===== config.mk =====
export PLATFORM = sky130hd
export DESIGN_NAME = period_to_rpm_tachometer
export DESIGN_NICKNAME = d
export VERILOG_FILES = /design/src/rtl/core/p2rt_pkg.sv /design/src/rtl/core/period_to_rpm_tachometer.sv /design/src/rtl/core/p2rt_fifo.sv /design/src/rtl/core/p2rt_front.sv /design/src/rtl/core/p2rt_back.sv
export SDC_FILE = /design/constraint.sdc
export NUM_CORES = 1
export LEC_CHECK = 0
export BUFFER_PORTS_ARGS = -buffer_cell sky130_fd_sc_hd__clkbuf_2
export CORE_ASPECT_RATIO = 0.8
export CORE_MARGIN = 10
export CORE_UTILIZATION = 64
export CTS_CLUSTER_DIAMETER = 50
export DETAILED_ROUTE_END_ITERATION = 10
export PLACE_DENSITY = 0.81
export SYNTH_ARGS = -nofsm -noshare
export SYNTH_HDL_FRONTEND = slang
export SYNTH_HIERARCHICAL = 1
export SYNTH_SLANG_ARGS = --single-unit

===== constraint.sdc =====
create_clock -name clk -period 7.85 [get_ports clk]
set_input_delay 0.3925 -clock clk [delete_from_list [all_inputs] [get_ports clk]]
set_output_delay 0.3925 -clock clk [all_outputs]
set_load 0.02 [all_outputs]

===== src/rtl/core/p2rt_pkg.sv =====
package p2rt_pkg;

  localparam int COUNT_BITS_DEFAULT = 32;

  localparam int TPM_BITS  = 32;
  localparam int POLE_BITS = 8;
  localparam int RPM_BITS  = 16;

  localparam logic [TPM_BITS-1:0]  TPM_RESET  = 32'd960000000;
  localparam logic [POLE_BITS-1:0] POLE_RESET = 8'd7;
  localparam logic [RPM_BITS-1:0]  RPM_MAX    = {RPM_BITS{1'b1}};

  // configuration register indexes
  localparam int CFG_INDEX_BITS = 1;
  localparam logic [CFG_INDEX_BITS-1:0] REG_TPM  = 1'd0;
  localparam logic [CFG_INDEX_BITS-1:0] REG_POLE = 1'd1;

  // periods waiting between the counter and the divider
  localparam int FIFO_DEPTH = 2;

endpackage


===== src/rtl/core/period_to_rpm_tachometer.sv =====
// Period-measuring tachometer.
// Input channel (in_valid/in_stall, motor_edge): one word per clock tick, with
// motor_edge high on a falling edge of the motor speed pulse. A saturating
// tick counter measures the period between edges; each edge word yields one
// output word speed_rpm = ticks_per_minute / (pole_count * period), floored
// and saturated at 65535 (also 65535 for a zero pole count).
// Ticks are counted per accepted input word. Each edge period goes into a
// two-entry queue; a divider behind it produces one quotient bit per cycle
// and pops the next period only once the current result has gone to the
// output register. in_stall rises only while the queue is full.
// Output channel (out_valid/out_stall, speed_rpm): a registered word that
// holds while out_stall is high; the divider finishes the next result behind
// it and waits, and once the queue fills the input stalls too.
// Configuration: cfg_write with cfg_index 0 sets ticks_per_minute, 1 sets
// pole_count (low 8 bits of cfg_data); write only while idle.
// Reset (rst, synchronous) clears the tick count and the queue, drops
// out_valid, and sets ticks_per_minute to 960000000 and pole_count to 7.
module period_to_rpm_tachometer import p2rt_pkg::*; #(
  parameter int COUNT_BITS = COUNT_BITS_DEFAULT
) (
  input  logic                      clk,
  input  logic                      rst,
  input  logic                      cfg_write,
  input  logic [CFG_INDEX_BITS-1:0] cfg_index,
  input  logic [TPM_BITS-1:0]       cfg_data,
  input  logic                      in_valid,
  output logic                      in_stall,
  input  logic                      motor_edge,
  output logic                      out_valid,
  input  logic                      out_stall,
  output logic [RPM_BITS-1:0]       speed_rpm
);

  logic [TPM_BITS-1:0]   ticks_per_minute;
  logic [POLE_BITS-1:0]  pole_count;
  logic                  push;
  logic [COUNT_BITS-1:0] push_period;
  logic                  pop;
  logic [COUNT_BITS-1:0] pop_period;
  logic                  fifo_full;
  logic                  fifo_empty;

  always_ff @(posedge clk) begin
    if (rst) begin
      ticks_per_minute <= TPM_RESET;
      pole_count       <= POLE_RESET;
    end else if (cfg_write) begin
      unique case (cfg_index)
        REG_TPM:  ticks_per_minute <= cfg_data;
        REG_POLE: pole_count       <= cfg_data[POLE_BITS-1:0];
        default: begin
        end
      endcase
    end
  end

  p2rt_front #(
    .COUNT_BITS (COUNT_BITS)
  ) u_front (
    .clk         (clk),
    .rst         (rst),
    .in_valid    (in_valid),
    .in_stall    (in_stall),
    .motor_edge  (motor_edge),
    .fifo_full   (fifo_full),
    .push        (push),
    .push_period (push_period)
  );

  p2rt_fifo #(
    .WIDTH (COUNT_BITS),
    .DEPTH (FIFO_DEPTH)
  ) u_fifo (
    .clk       (clk),
    .rst       (rst),
    .push      (push),
    .push_data (push_period),
    .pop       (pop),
    .pop_data  (pop_period),
    .full      (fifo_full),
    .empty     (fifo_empty)
  );

  p2rt_back #(
    .COUNT_BITS (COUNT_BITS)
  ) u_back (
    .clk              (clk),
    .rst              (rst),
    .ticks_per_minute (ticks_per_minute),
    .pole_count       (pole_count),
    .fifo_empty       (fifo_empty),
    .fifo_period      (pop_period),
    .pop              (pop),
    .out_valid        (out_valid),
    .out_stall        (out_stall),
    .speed_rpm        (speed_rpm)
  );

endmodule


===== src/rtl/core/p2rt_fifo.sv =====
module p2rt_fifo import p2rt_pkg::*; #(
  parameter int WIDTH = COUNT_BITS_DEFAULT,
  parameter int DEPTH = FIFO_DEPTH
) (
  input  logic             clk,
  input  logic             rst,
  input  logic             push,
  input  logic [WIDTH-1:0] push_data,
  input  logic             pop,
  output logic [WIDTH-1:0] pop_data,
  output logic             full,
  output logic             empty
);

  localparam int PTR_BITS = (DEPTH > 1) ? $clog2(DEPTH) : 1;
  localparam int CNT_BITS = $clog2(DEPTH + 1);
  localparam logic [PTR_BITS-1:0] PTR_LAST = PTR_BITS'(DEPTH - 1);
  localparam logic [CNT_BITS-1:0] CNT_FULL = CNT_BITS'(DEPTH);

  logic [WIDTH-1:0]    entries [DEPTH];
  logic [PTR_BITS-1:0] wr_ptr;
  logic [PTR_BITS-1:0] rd_ptr;
  logic [CNT_BITS-1:0] count;
  logic                do_push;
  logic                do_pop;

  assign full     = (count == CNT_FULL);
  assign empty    = (count == '0);
  assign do_push  = push && !full;
  assign do_pop   = pop && !empty;
  assign pop_data = entries[rd_ptr];

  always_ff @(posedge clk) begin
    if (do_push) begin
      entries[wr_ptr] <= push_data;
    end
  end

  always_ff @(posedge clk) begin
    if (rst) begin
      wr_ptr <= '0;
      rd_ptr <= '0;
      count  <= '0;
    end else begin
      if (do_push) begin
        wr_ptr <= (wr_ptr == PTR_LAST) ? '0 : wr_ptr + 1'b1;
      end
      if (do_pop) begin
        rd_ptr <= (rd_ptr == PTR_LAST) ? '0 : rd_ptr + 1'b1;
      end
      if (do_push && !do_pop) begin
        count <= count + 1'b1;
      end else if (do_pop && !do_push) begin
        count <= count - 1'b1;
      end
    end
  end

endmodule


===== src/rtl/core/p2rt_front.sv =====
module p2rt_front import p2rt_pkg::*; #(
  parameter int COUNT_BITS = COUNT_BITS_DEFAULT
) (
  input  logic                  clk,
  input  logic                  rst,
  input  logic                  in_valid,
  output logic                  in_stall,
  input  logic                  motor_edge,
  input  logic                  fifo_full,
  output logic                  push,
  output logic [COUNT_BITS-1:0] push_period
);

  logic [COUNT_BITS-1:0] elapsed;
  logic [COUNT_BITS-1:0] period;
  logic                  accept;

  assign in_stall = fifo_full;
  assign accept   = in_valid && !fifo_full;

  // count this tick too; hold at all ones instead of wrapping
  assign period      = (&elapsed) ? elapsed : elapsed + 1'b1;
  assign push        = accept && motor_edge;
  assign push_period = period;

  always_ff @(posedge clk) begin
    if (rst) begin
      elapsed <= '0;
    end else if (accept) begin
      elapsed <= motor_edge ? '0 : period;
    end
  end

endmodule


===== src/rtl/core/p2rt_back.sv =====
module p2rt_back import p2rt_pkg::*; #(
  parameter int COUNT_BITS = COUNT_BITS_DEFAULT
) (
  input  logic                  clk,
  input  logic                  rst,
  input  logic [TPM_BITS-1:0]   ticks_per_minute,
  input  logic [POLE_BITS-1:0]  pole_count,
  input  logic                  fifo_empty,
  input  logic [COUNT_BITS-1:0] fifo_period,
  output logic                  pop,
  output logic                  out_valid,
  input  logic                  out_stall,
  output logic [RPM_BITS-1:0]   speed_rpm
);

  localparam int DIV_BITS  = COUNT_BITS + POLE_BITS;
  localparam int CMP_BITS  = DIV_BITS + RPM_BITS;
  localparam int STEP_BITS = $clog2(RPM_BITS);
  localparam logic [STEP_BITS-1:0] STEP_LAST = STEP_BITS'(RPM_BITS - 1);

  localparam logic [2:0] S_IDLE = 3'd0;
  localparam logic [2:0] S_MUL  = 3'd1;
  localparam logic [2:0] S_CHK  = 3'd2;
  localparam logic [2:0] S_DIV  = 3'd3;
  localparam logic [2:0] S_DONE = 3'd4;

  logic [2:0]            state;
  logic [COUNT_BITS-1:0] period;
  logic [DIV_BITS-1:0]   divisor;
  logic [CMP_BITS-1:0]   dsh;
  logic [TPM_BITS-1:0]   rem;
  logic [RPM_BITS-1:0]   quot;
  logic [STEP_BITS-1:0]  step;
  logic                  out_free;
  logic                  fits;
  logic                  overflow;

  assign pop      = (state == S_IDLE) && !fifo_empty;
  assign out_free = !out_valid || !out_stall;
  assign fits     = (CMP_BITS'(rem) >= dsh);
  assign overflow = (divisor == '0) ||
                    (CMP_BITS'(ticks_per_minute) >= {divisor, {RPM_BITS{1'b0}}});

  always_ff @(posedge clk) begin
    unique case (state)
      S_IDLE: begin
        period <= fifo_period;
      end
      S_MUL: begin
        divisor <= DIV_BITS'(pole_count) * DIV_BITS'(period);
      end
      S_CHK: begin
        // the quotient fits in 16 bits, so one quotient bit per divisor shift
        rem  <= ticks_per_minute;
        dsh  <= {1'b0, divisor, {(RPM_BITS-1){1'b0}}};
        quot <= overflow ? RPM_MAX : '0;
        step <= '0;
      end
      S_DIV: begin
        if (fits) begin
          rem <= rem - dsh[TPM_BITS-1:0];
        end
        quot <= {quot[RPM_BITS-2:0], fits};
        dsh  <= dsh >> 1;
        step <= step + 1'b1;
      end
      default: begin
      end
    endcase
  end

  always_ff @(posedge clk) begin
    if (rst) begin
      state <= S_IDLE;
    end else begin
      unique case (state)
        S_IDLE: if (!fifo_empty) state <= S_MUL;
        S_MUL:  state <= S_CHK;
        S_CHK:  state <= overflow ? S_DONE : S_DIV;
        S_DIV:  if (step == STEP_LAST) state <= S_DONE;
        S_DONE: if (out_free) state <= S_IDLE;
        default: state <= S_IDLE;
      endcase
    end
  end

  always_ff @(posedge clk) begin
    if (rst) begin
      out_valid <= 1'b0;
    end else if (state == S_DONE && out_free) begin
      out_valid <= 1'b1;
    end else if (!out_stall) begin
      out_valid <= 1'b0;
    end
  end

  always_ff @(posedge clk) begin
    if (state == S_DONE && out_free) begin
      speed_rpm <= quot;
    end
  end

endmodule

==> results of run 1 <==
-- cell usage after synthesis, types with 40 or more instances --
master and number:
fa_1 181, clkbuf_1 71, nor2_1 105, nand2b_1 40, xnor2_1 63, nand2_1 239, dfxtp_1 81, and2_1 214
o21ai_0 94, inv_1 266, ha_1 111, a21o_1 50, a21oi_1 95, edfxtp_1 259
-- routing by layer --
layer	wire [um]	share of wire	global-route usage	vias up
met1	23500	0.45	0.312	7958
met3	3580	0.069	0.0487	89
met2	23900	0.46	0.375	566
met4	1080	0.021	0.0575	2
met5	13	0.00025	0	-
li1	-	-	-	7829
-- worst paths after layout --
kind	endpoint	slack (ns)	cells past startpoint
max	u_back/divisor[39]	1.66	18
min	ticks_per_minute[8]	0.11	3
max reg2reg	u_back/divisor[39]	1.66	18
min reg2reg	u_back/speed_rpm[15]	0.42	0
-- metrics by stage --
| stage | std cells | setup slack, ns | hold slack (ns) | cell area (um2) | utilization |
|---|---|---|---|---|---|
| 6_report | 2831 | 1.66 | 0.109 | 25700 | 0.693 |
| 5_1_grt | 2831 | 1.27 | 0.120 | 25700 | 0.693 |
| 4_1_cts | 2831 | 1.70 | 0.0952 | 25700 | 0.693 |
| 3_5_place_dp | 2766 | 1.70 | 0.407 | 24500 | 0.662 |
| 3_3_place_gp | 2766 | 1.86 | 0.406 | 24500 | 0.662 |
| 2_1_floorplan | 2310 | 1.02 | 0.400 | 24000 | - |
-- sequential cells by signal, indices dropped and copies added (netlist names), named ones only --
name / count
pole_count: 8
u_back/step: 4
u_back/speed_rpm: 16
u_back/divisor: 40
u_back/quot: 16
u_back/out_valid: 1
u_fifo/rd_ptr: 1
u_fifo/entries: 64
u_fifo/wr_ptr: 1
u_back/dsh: 55
u_back/state: 3
u_front/elapsed: 32
u_back/rem: 32
u_fifo/count: 2
ticks_per_minute: 32
u_back/period: 32
-- worst reg2reg max path, stage by stage (launching register included) --
cell       delay (ns)
dfxtp_1          1.06
nand2_1          0.20
fa_1             0.55
fa_1             0.49
inv_1            0.05
fa_1             0.52
inv_1            0.06
fa_1             0.54
inv_1            0.05
ha_1             0.37
a21o_1           0.22
a21oi_2          0.14
nand3_1          0.09
a211o_1          0.40
a2111oi_4        0.49
o41a_1           0.24
o21ai_1          0.11
o21ai_0          0.22
xnor2_1          0.12
-- cell families (layout without fill, tap and decap cells) --
logic type,after synthesis,in the layout,synth area share
xor+xnor,97,97,0.0357
compound gates,387,387,0.104
buf+inv,368,402,0.0626
simple gates,773,773,0.173
mux,53,53,0.0238
flops,340,340,0.392
fa+ha+maj,292,292,0.209
-- final cells by class --
| cell class | count | area share |
|---|---|---|
| inverter | 266 | 0.0389 |
| timing repair buffer | 71 | 0.0153 |
| clock inverter | 18 | 0.00604 |
| sequential | 340 | 0.366 |
| multi-input combinational | 1602 | 0.511 |
| tap | 487 | 0.0237 |
| clock buffer | 47 | 0.0396 |
==> metrics.md, run 1 <==
| Metric | Value |
|---|---|
| Max-Cap Viols | 0 |
| Initial antenna violation count | 1 |
| Peak Freq | 0.162 GHz |
| Clk_skew | 0.0309 ns |
| Most used DFF post-synth | edfxtp_1 |
| Vias in the first global route | 17,000 |
| Root Buffer | clkbuf_16 |
| I/O pin cnt | 57 |
| DR iter-0 viols | 1,580 |
| Post-layout min period | 6.19 ns |
| Synth area leader | edfxtp_1 |
| Ranking of synthesized cells by area | edfxtp_1 (32%), fa_1 (15%), dfxtp_1 (6.8%) |
| Fin nets | 2,649 |
| # rows | 63 |
| Max Slew Vio Count | 0 |
| Worst-path cell chain | nand2_1 -> fa_1 -> fa_1 -> inv_1 -> fa_1 -> inv_1 -> fa_1 -> inv_1 -> ha_1 -> a21o_1 -> a21oi_2 -> nand3_1 -> a211o_1 -> a2111oi_4 -> o41a_1 -> o21ai_1 -> o21ai_0 -> xnor2_1 |
| Crit path max-delay family | adder cells |
| Post-Syn Area | 0.0240 mm2 |
| Post-synth EDFFs | 259 |
| Global-route wire length before repair | 86,600 um |
| Critical path class | reg2reg |
| FFs w/ async S/R, synth | 0 |
| CTS Buffer Depth | 3 |
| Post-Synthesis Cells | 2,310 |
| Number of library cell types mapped by synthesis | 89 |
| Crit path DAT | 6.46 ns |
| Startpoint Class | flop |
| Total negative slack | 0 ns |
| Worst path max stage delay | 1.06 ns |
| Antenna-violating nets left | 0 |
| Seq/Total Area, Yosys | 0.392 |
| GRT overflow | 0 |
| Cell mode on critical path | fa_1 |
| Die Y | 193 um |
| DRT Pass-1 Iters | 7 |
| Setup violation total in the final timing report | 0 |
| CTS Hold Buffers Added | 0 |
| Gr usage total | 0.230 |
| Critical path's slowest cell | dfxtp_1 |
| Period utilization | 0.788 |
| Reg area | 0.00940 mm2 |
| Net Count, Synth | 2,641 |
| Initial Utilization | 0.647 |
| Die X | 236 um |
| Post-cts resize count | 0 |
| Buf/Inv on CP | 3 |
| Slew HR | 0.233 |
| Outcome | completed |
| Required @ worst endpoint | 8.12 ns |
| Crit Path Max Fanout | 33 |
| Post-CTS setup buffers | 0 |
| RSZ-0062 raised after global routing | no |
| Commonest non-fill, non-tap cell in the layout | inv_1 |
| # DRC | 0 |
| Fillers | 2,709 |
| CTS buffer count | 37 |
| Area of the multi-input gates | 0.0131 mm2 |
| Hold path startpoint | cfg_data[8] |
| RR Startpoint | pole_count[4] |
| Pin count of the biggest net entering global routing | 99 |
| DR vias | 16,400 |
| Layout area overhead | 7.11% |
| Synth top area share | 0.324 |
| Ant diodes | 0 |
| Detail Placement HPWL | 38,400 um |
| Crit. Startpoint | pole_count[4] |
| Final hold violations | 0 |
| Port-buffer cells | 56 |
| Clk Latency, worst-skew pair | 0.54 ns |
| Layout cells sized above 1 | 0.0892 |
| Most frequent cells in the layout | inv_1 (266), edfxtp_1 (259), nand2_1 (238), and2_1 (213), fa_1 (181) |
| Tightest Pin Transition | 1.15 ns |
| Reg clk slew, reported paths | 0.06 ns |
| Die area | 0.0457 mm2 |
| Via-per-instance ratio | 5.81 |
| Final Wtd Congestion | 0.921 |
| Synth warn | 6 |
| Sink Count | 340 |
| TritonCTS clock tree | done |
| WL/cell | 18.4 um |
| Routed wire length | 52,100 um |
| H-tree depth | 2 |
| Hold WC Path Type | in2reg |
| Synth Area per Inst | 10.4 um2 |
| CP Capture Type | flop |
| Core footprint | 0.0370 mm2 |
| #FFs+latches synth | 340 |
Power of run 1 is not shown: default switching activity piles up to over one toggle a cycle in this logic, so the estimate is an artifact.
==> inputs of run 2 (changes only) <==
==> constraint.sdc (replaced) <==
create_clock -name clk -period 5.7 [get_ports clk]
set_input_delay 0.285 -clock clk [delete_from_list [all_inputs] [get_ports clk]]
set_output_delay 0.285 -clock clk [all_outputs]
set_load 0.02 [all_outputs]
==> run 2 against run 1 <==
  * Sequential share of layout area down 0.57 points
  * Global-route usage rose by 0.10 points
  * First-iteration DRC count decreased by 4.1%
  * Highest routed layer is now met4
  * Clock-buffer cell count rose by 7
  * Cell area rose by 1.7%
  * Via count increased by 1.5%
  * Die area unchanged
  * Register-to-register slack lost 1.5 ns
  * Maximum frequency is 12% higher
  * Final cell count grew 1.3%
==> metrics.md, run 2 (same netlist as run 1, synthesis figures left out) <==
| Metric | Value |
|---|---|
| Tightest Pin Transition | 1.09 ns |
| CP Capture Type | flop |
| Initial Utilization | 0.647 |
| Commonest non-fill, non-tap cell in the layout | inv_1 |
| Most frequent cells in the layout | inv_1 (266), edfxtp_1 (259), nand2_1 (238), and2_1 (213), fa_1 (181) |
| DR iter-0 viols | 1,516 |
| Max Slew Vio Count | 0 |
| Hold WC Path Type | in2reg |
| Fin nets | 2,682 |
| Met3 WL post-DR | 3540 um |
| I/O pin cnt | 57 |
| M1 WL | 23,800 um |
| Met2 routed WL | 24,100 um |
| Cell mode on critical path | fa_1 |
| Antenna-violating nets left | 0 |
| CTS buffer count | 37 |
| Routed wire length | 52,400 um |
| Crit Path Max Fanout | 15 |
| Required @ worst endpoint | 5.98 ns |
| GRT overflow | 0 |
| Setup violation total in the final timing report | 0 |
| Sink Count | 340 |
| Top reg by flops | u_fifo/entries |
| Max reg flops | 64 |
| CTS Buffer Depth | 3 |
| Global-route wire length before repair | 87,400 um |
| Worst path max stage delay | 0.55 ns |
| RR Startpoint | pole_count[3] |
| Startpoint Class | flop |
| FF-to-FF End | u_back/divisor[38] |
| TritonCTS clock tree | done |
| Hold endpoint | ticks_per_minute[20] |
| Crit path DAT | 5.79 ns |
| WL/cell | 18.3 um |
| Util after Layout | 0.705 |
| Post-layout min period | 5.51 ns |
| Cell depth of the worst setup path | 18 |
| Highest metal used | met4 |
| Crit path max-delay family | adder cells |
| Period utilization | 0.966 |
| Total negative slack | 0 ns |
| Crit. Startpoint | pole_count[3] |
| Worst-path cell chain | buf_4 -> and2_1 -> fa_1 -> fa_1 -> fa_1 -> inv_1 -> fa_1 -> inv_1 -> ha_1 -> a21oi_1 -> o21ai_0 -> a221oi_1 -> o21ai_0 -> a41o_1 -> a211oi_4 -> o21ai_1 -> a31oi_1 -> xnor2_1 |
| Reg clk slew, reported paths | 0.06 ns |
| Max-Cap Viols | 0 |
| Die area | 0.0457 mm2 |
| Largest registers | u_fifo/entries x64, u_back/dsh x55, u_back/divisor x40 |
| Vias in the first global route | 17,000 |
| Clk Latency, worst-skew pair | 0.54 ns |
| Initial antenna violation count | 0 |
| Critical path class | reg2reg |
| Gr usage total | 0.231 |
| Hold path startpoint | cfg_data[20] |
| Peak Freq | 0.182 GHz |
| Final hold violations | 0 |
| Clk_skew | 0.0166 ns |
| Core footprint | 0.0370 mm2 |
| Layout cells sized above 1 | 0.100 |
| Port-buffer cells | 56 |
| Outcome | completed |
| Critical path's slowest cell | fa_1 |
| Ant diodes | 0 |
| Die X | 236 um |
| DRT Pass-1 Iters | 6 |
| Hold path depth | 3 |
| Slew HR | 0.270 |
| Buf/Inv on CP | 3 |
| Die Y | 193 um |
| Layout area overhead | 8.90% |
| H-tree depth | 2 |
| Via-per-instance ratio | 5.82 |
| Pin count of the biggest net entering global routing | 99 |
| # rows | 63 |
| # DRC | 0 |
| Register-to-register path setup slack | 0.19 ns |
| Detail Placement HPWL | 38,300 um |
| DR vias | 16,700 |
| Reg2Reg Depth | 18 |
| Final Wtd Congestion | 0.914 |
| Root Buffer | clkbuf_16 |
-- run 2: how the worst max path moves through the flow --
stage	endpoint	slack [ns]
6_report	u_back/divisor[38]	0.19
5_1_grt	u_back/divisor[38]	-0.01
4_1_cts	u_back/divisor[38]	0.04
3_5_place_dp	u_back/divisor[38]	0.07
3_3_place_gp	u_back/divisor[39]	0.22
2_1_floorplan	u_back/rem[0]	0.22
-- run 2: routing by layer --
metal,global-route usage,up-vias
li1,-,7916
met1,0.322,8101
met2,0.380,597
met3,0.0354,76
met4,0.0516,0
met5,0,-
-- run 2: tightest hold or removal path: cells and delay by family --
kind | cells | cell delay [ns]
buf+inv | 1 | 0.07
mux | 1 | 0.11
simple gates | 1 | 0.03
-- run 2: area by class of cell --
| type | count | area, um2 |
|---|---|---|
| well taps | 487 | 609 |
| flip-flops and latches | 340 | 9410 |
| repair buffers | 104 | 692 |
| fillers | 2696 | 10900 |
| clock inverters | 14 | 224 |
| multi-input cells | 1602 | 13100 |
| inverters | 266 | 998 |
| clock buffers | 54 | 1040 |
-- run 2: what timing repair did --
action,in CTS,in global routing
buffers inserted,0,13
hold buffers,9,0
endpoints found under the setup margin,0,11
hold endpoints to repair,9,0
gates resized for setup,0,14
-- run 2: through the flow --
| step | worst slack, ns | hold slack (ns) | cell area (um2) | instances |
|---|---|---|---|---|
| 2_1_floorplan | 0.215 | 0.354 | 24000 | 2310 |
| 3_3_place_gp | 0.221 | 0.407 | 24600 | 2777 |
| 3_5_place_dp | 0.0705 | 0.425 | 24600 | 2777 |
| 4_1_cts | 0.0411 | 0.00142 | 26000 | 2854 |
| 5_1_grt | -0.0137 | 0.0338 | 26100 | 2867 |
| 6_report | 0.194 | 0.0147 | 26100 | 2867 |
Power of run 2 is left out for the same reason.
==> inputs of run 3 (changes only) <==
--- a/config.mk
+++ b/config.mk
@@ -8,10 +8,10 @@
 export BUFFER_PORTS_ARGS = -buffer_cell sky130_fd_sc_hd__clkbuf_2
 export CORE_ASPECT_RATIO = 0.8
 export CORE_MARGIN = 10
-export CORE_UTILIZATION = 64
+export CORE_UTILIZATION = 58
 export CTS_CLUSTER_DIAMETER = 50
 export DETAILED_ROUTE_END_ITERATION = 10
-export PLACE_DENSITY = 0.81
+export PLACE_DENSITY = 0.78
 export SYNTH_ARGS = -nofsm -noshare
 export SYNTH_HDL_FRONTEND = slang
 export SYNTH_HIERARCHICAL = 1
==> constraint.sdc (replaced) <==
create_clock -name clk -period 4.6 [get_ports clk]
set_input_delay 0.23 -clock clk [delete_from_list [all_inputs] [get_ports clk]]
set_output_delay 0.23 -clock clk [all_outputs]
set_load 0.02 [all_outputs]
==> run 3 against run 2 <==
  * Critical path type unchanged
  * Clock skew grew 0.010 ns
  * The flow now finishes with violations (setup timing)
  * First-iteration DRC count down 19%
  * Wire length is 3.2% higher
  * Critical endpoint is now u_back/divisor[39]
  * Cell area increased by 8.5%
  * Register-to-register slack worse by 0.73 ns
==> metrics.md, run 3 (same netlist as run 1, synthesis figures left out) <==
| Metric | Value |
|---|---|
| Die X | 247 um |
| Global-route wire length before repair | 88,900 um |
| # DRC | 0 |
| Peak Freq | 0.195 GHz |
| Final Wtd Congestion | 0.908 |
| Post-Layout Cell Count | 3,119 |
| Period utilization | 1.12 |
| Failing checks | setup timing |
| Util after Layout | 0.696 |
| WL/cell | 17.3 um |
| CTS Buffer Depth | 3 |
| GRT overflow | 0 |
| I/O pin cnt | 57 |
| Outcome | finished with violations |
| Max-Cap Viols | 0 |
| Pin count of the biggest net entering global routing | 107 |
| Routed wire length | 54,100 um |
| Port-buffer cells | 56 |
| Commonest non-fill, non-tap cell in the layout | edfxtp_1 |
| Die area | 0.0499 mm2 |
| Fin nets | 2,877 |
| Gr usage total | 0.214 |
| Vias in the first global route | 17,700 |
| Sink Count | 340 |
| Post-layout min period | 5.14 ns |
| Worst-path cell chain | buf_4 -> and2_4 -> fa_1 -> fa_1 -> fa_1 -> inv_1 -> fa_1 -> inv_1 -> ha_4 -> buf_6 -> and3_4 -> nand2_1 -> nor2_2 -> a2111oi_4 -> buf_4 -> o41a_1 -> o21ai_2 -> o21ai_1 -> xnor2_1 |
| Largest registers | u_fifo/entries x64, u_back/dsh x55, u_back/divisor x40 |
| DR vias | 17,500 |
| Die Y | 202 um |
| Initial antenna violation count | 2 |
| DRT Pass-1 Iters | 5 |
| Antenna-violating nets left | 0 |
| Critical path's slowest cell | fa_1 |
| Root Buffer | clkbuf_16 |
| Core footprint | 0.0407 mm2 |
| H-tree depth | 2 |
| Reg clk slew, reported paths | 0.06 ns |
| Required @ worst endpoint | 4.89 ns |
| Design Area, Final | 0.0283 mm2 |
| Layout cells sized above 1 | 0.206 |
| Clk_skew | 0.0269 ns |
| Slew HR | 0.244 |
| Max reg flops | 64 |
| RSZ-0062 raised after global routing | yes |
| Worst path max stage delay | 0.57 ns |
| Via-per-instance ratio | 5.60 |
| TritonCTS clock tree | done |
| Crit Path Max Fanout | 7 |
| Max Slew Vio Count | 0 |
| Detail Placement HPWL | 39,300 um |
| Clk Latency, worst-skew pair | 0.56 ns |
| Hold WC Path Type | in2reg |
| Cell mode on critical path | fa_1 |
| CP Capture Type | flop |
| Setup WS post-layout | -0.540 ns |
| Most frequent cells in the layout | edfxtp_1 (259), inv_1 (257), nand2_1 (234), buf_4 (187), fa_1 (173) |
| Layout area overhead | 18.2% |
| DR iter-0 viols | 1,226 |
| # rows | 66 |
| Setup violation total in the final timing report | 22 |
| CTS buffer count | 35 |
| Top reg by flops | u_fifo/entries |
| Initial Utilization | 0.589 |
| Tightest Pin Transition | 1.12 ns |
| Critical path class | reg2reg |
| Crit path DAT | 5.43 ns |
| Startpoint Class | flop |
| Final hold violations | 0 |
| Placed Cells | 2,976 |
| Post-DP Area | 0.0261 mm2 |
run 3: metal layers:
metal	up-vias	GRT usage	wire, um
met5	-	0	0
met4	0	0.0763	1700
met3	124	0.0319	3010
met2	565	0.347	25600
met1	8470	0.288	23800
li1	8300	-	-
run 3: area by class of cell:
| cell class | count | area [um2] |
|---|---|---|
| Clock buffer | 40 | 905 |
| Multi-Input combinational cell | 1602 | 13700 |
| Timing Repair Buffer | 301 | 2410 |
| Antenna cell | 2 | 5.00 |
| Clock inverter | 24 | 253 |
| Inverter | 266 | 998 |
| Tap cell | 544 | 681 |
| Fill cell | 2873 | 12400 |
| Sequential cell | 340 | 9420 |
run 3: through the flow:
stage / hold slack (ns) / setup slack [ns] / TNS, ns
finish: 0.00623 / -0.540 / -7.64
global route: 0.0135 / -0.642 / -11.25
CTS: 0.00284 / -0.368 / -5.17
detailed placement: 0.413 / -0.472 / -6.63
global placement: 0.408 / -0.424 / -5.61
floorplan: 0.299 / -0.181 / -1.09
run 3: final timing paths:
| check | end | cells after the start | slack [ns] | startpoint |
|---|---|---|---|---|
| setup / recovery | u_back/divisor[39] | 19 | -0.54 | u_back/period[13] |
| hold reg to reg | u_back/speed_rpm[15] | 0 | 0.43 | u_back/quot[15] |
| setup reg to reg | u_back/divisor[39] | 19 | -0.54 | u_back/period[13] |
| hold / removal | ticks_per_minute[23] | 3 | 0.006 | cfg_data[23] |
run 3: timing repair:
action	in CTS	in global routing
endpoints found under the setup margin	22	25
pin swaps	46	31
hold endpoints to repair	33	1
hold buffers	28	1
buffers inserted	29	18
gates cloned	1	1
gates resized for setup	43	54
run 3: critical path: cells and delay by family (launching register included):
kind	cells	cell delay (ns)
xor gates and xnor gates	1	0.13
DFF	1	0.51
AOI/OAI and AO/OA	4	0.72
buffers and inverters	5	0.57
adders and majority gates	5	2.44
and+or+nand+nor	4	0.50
Power of run 3 is left out for the same reason.
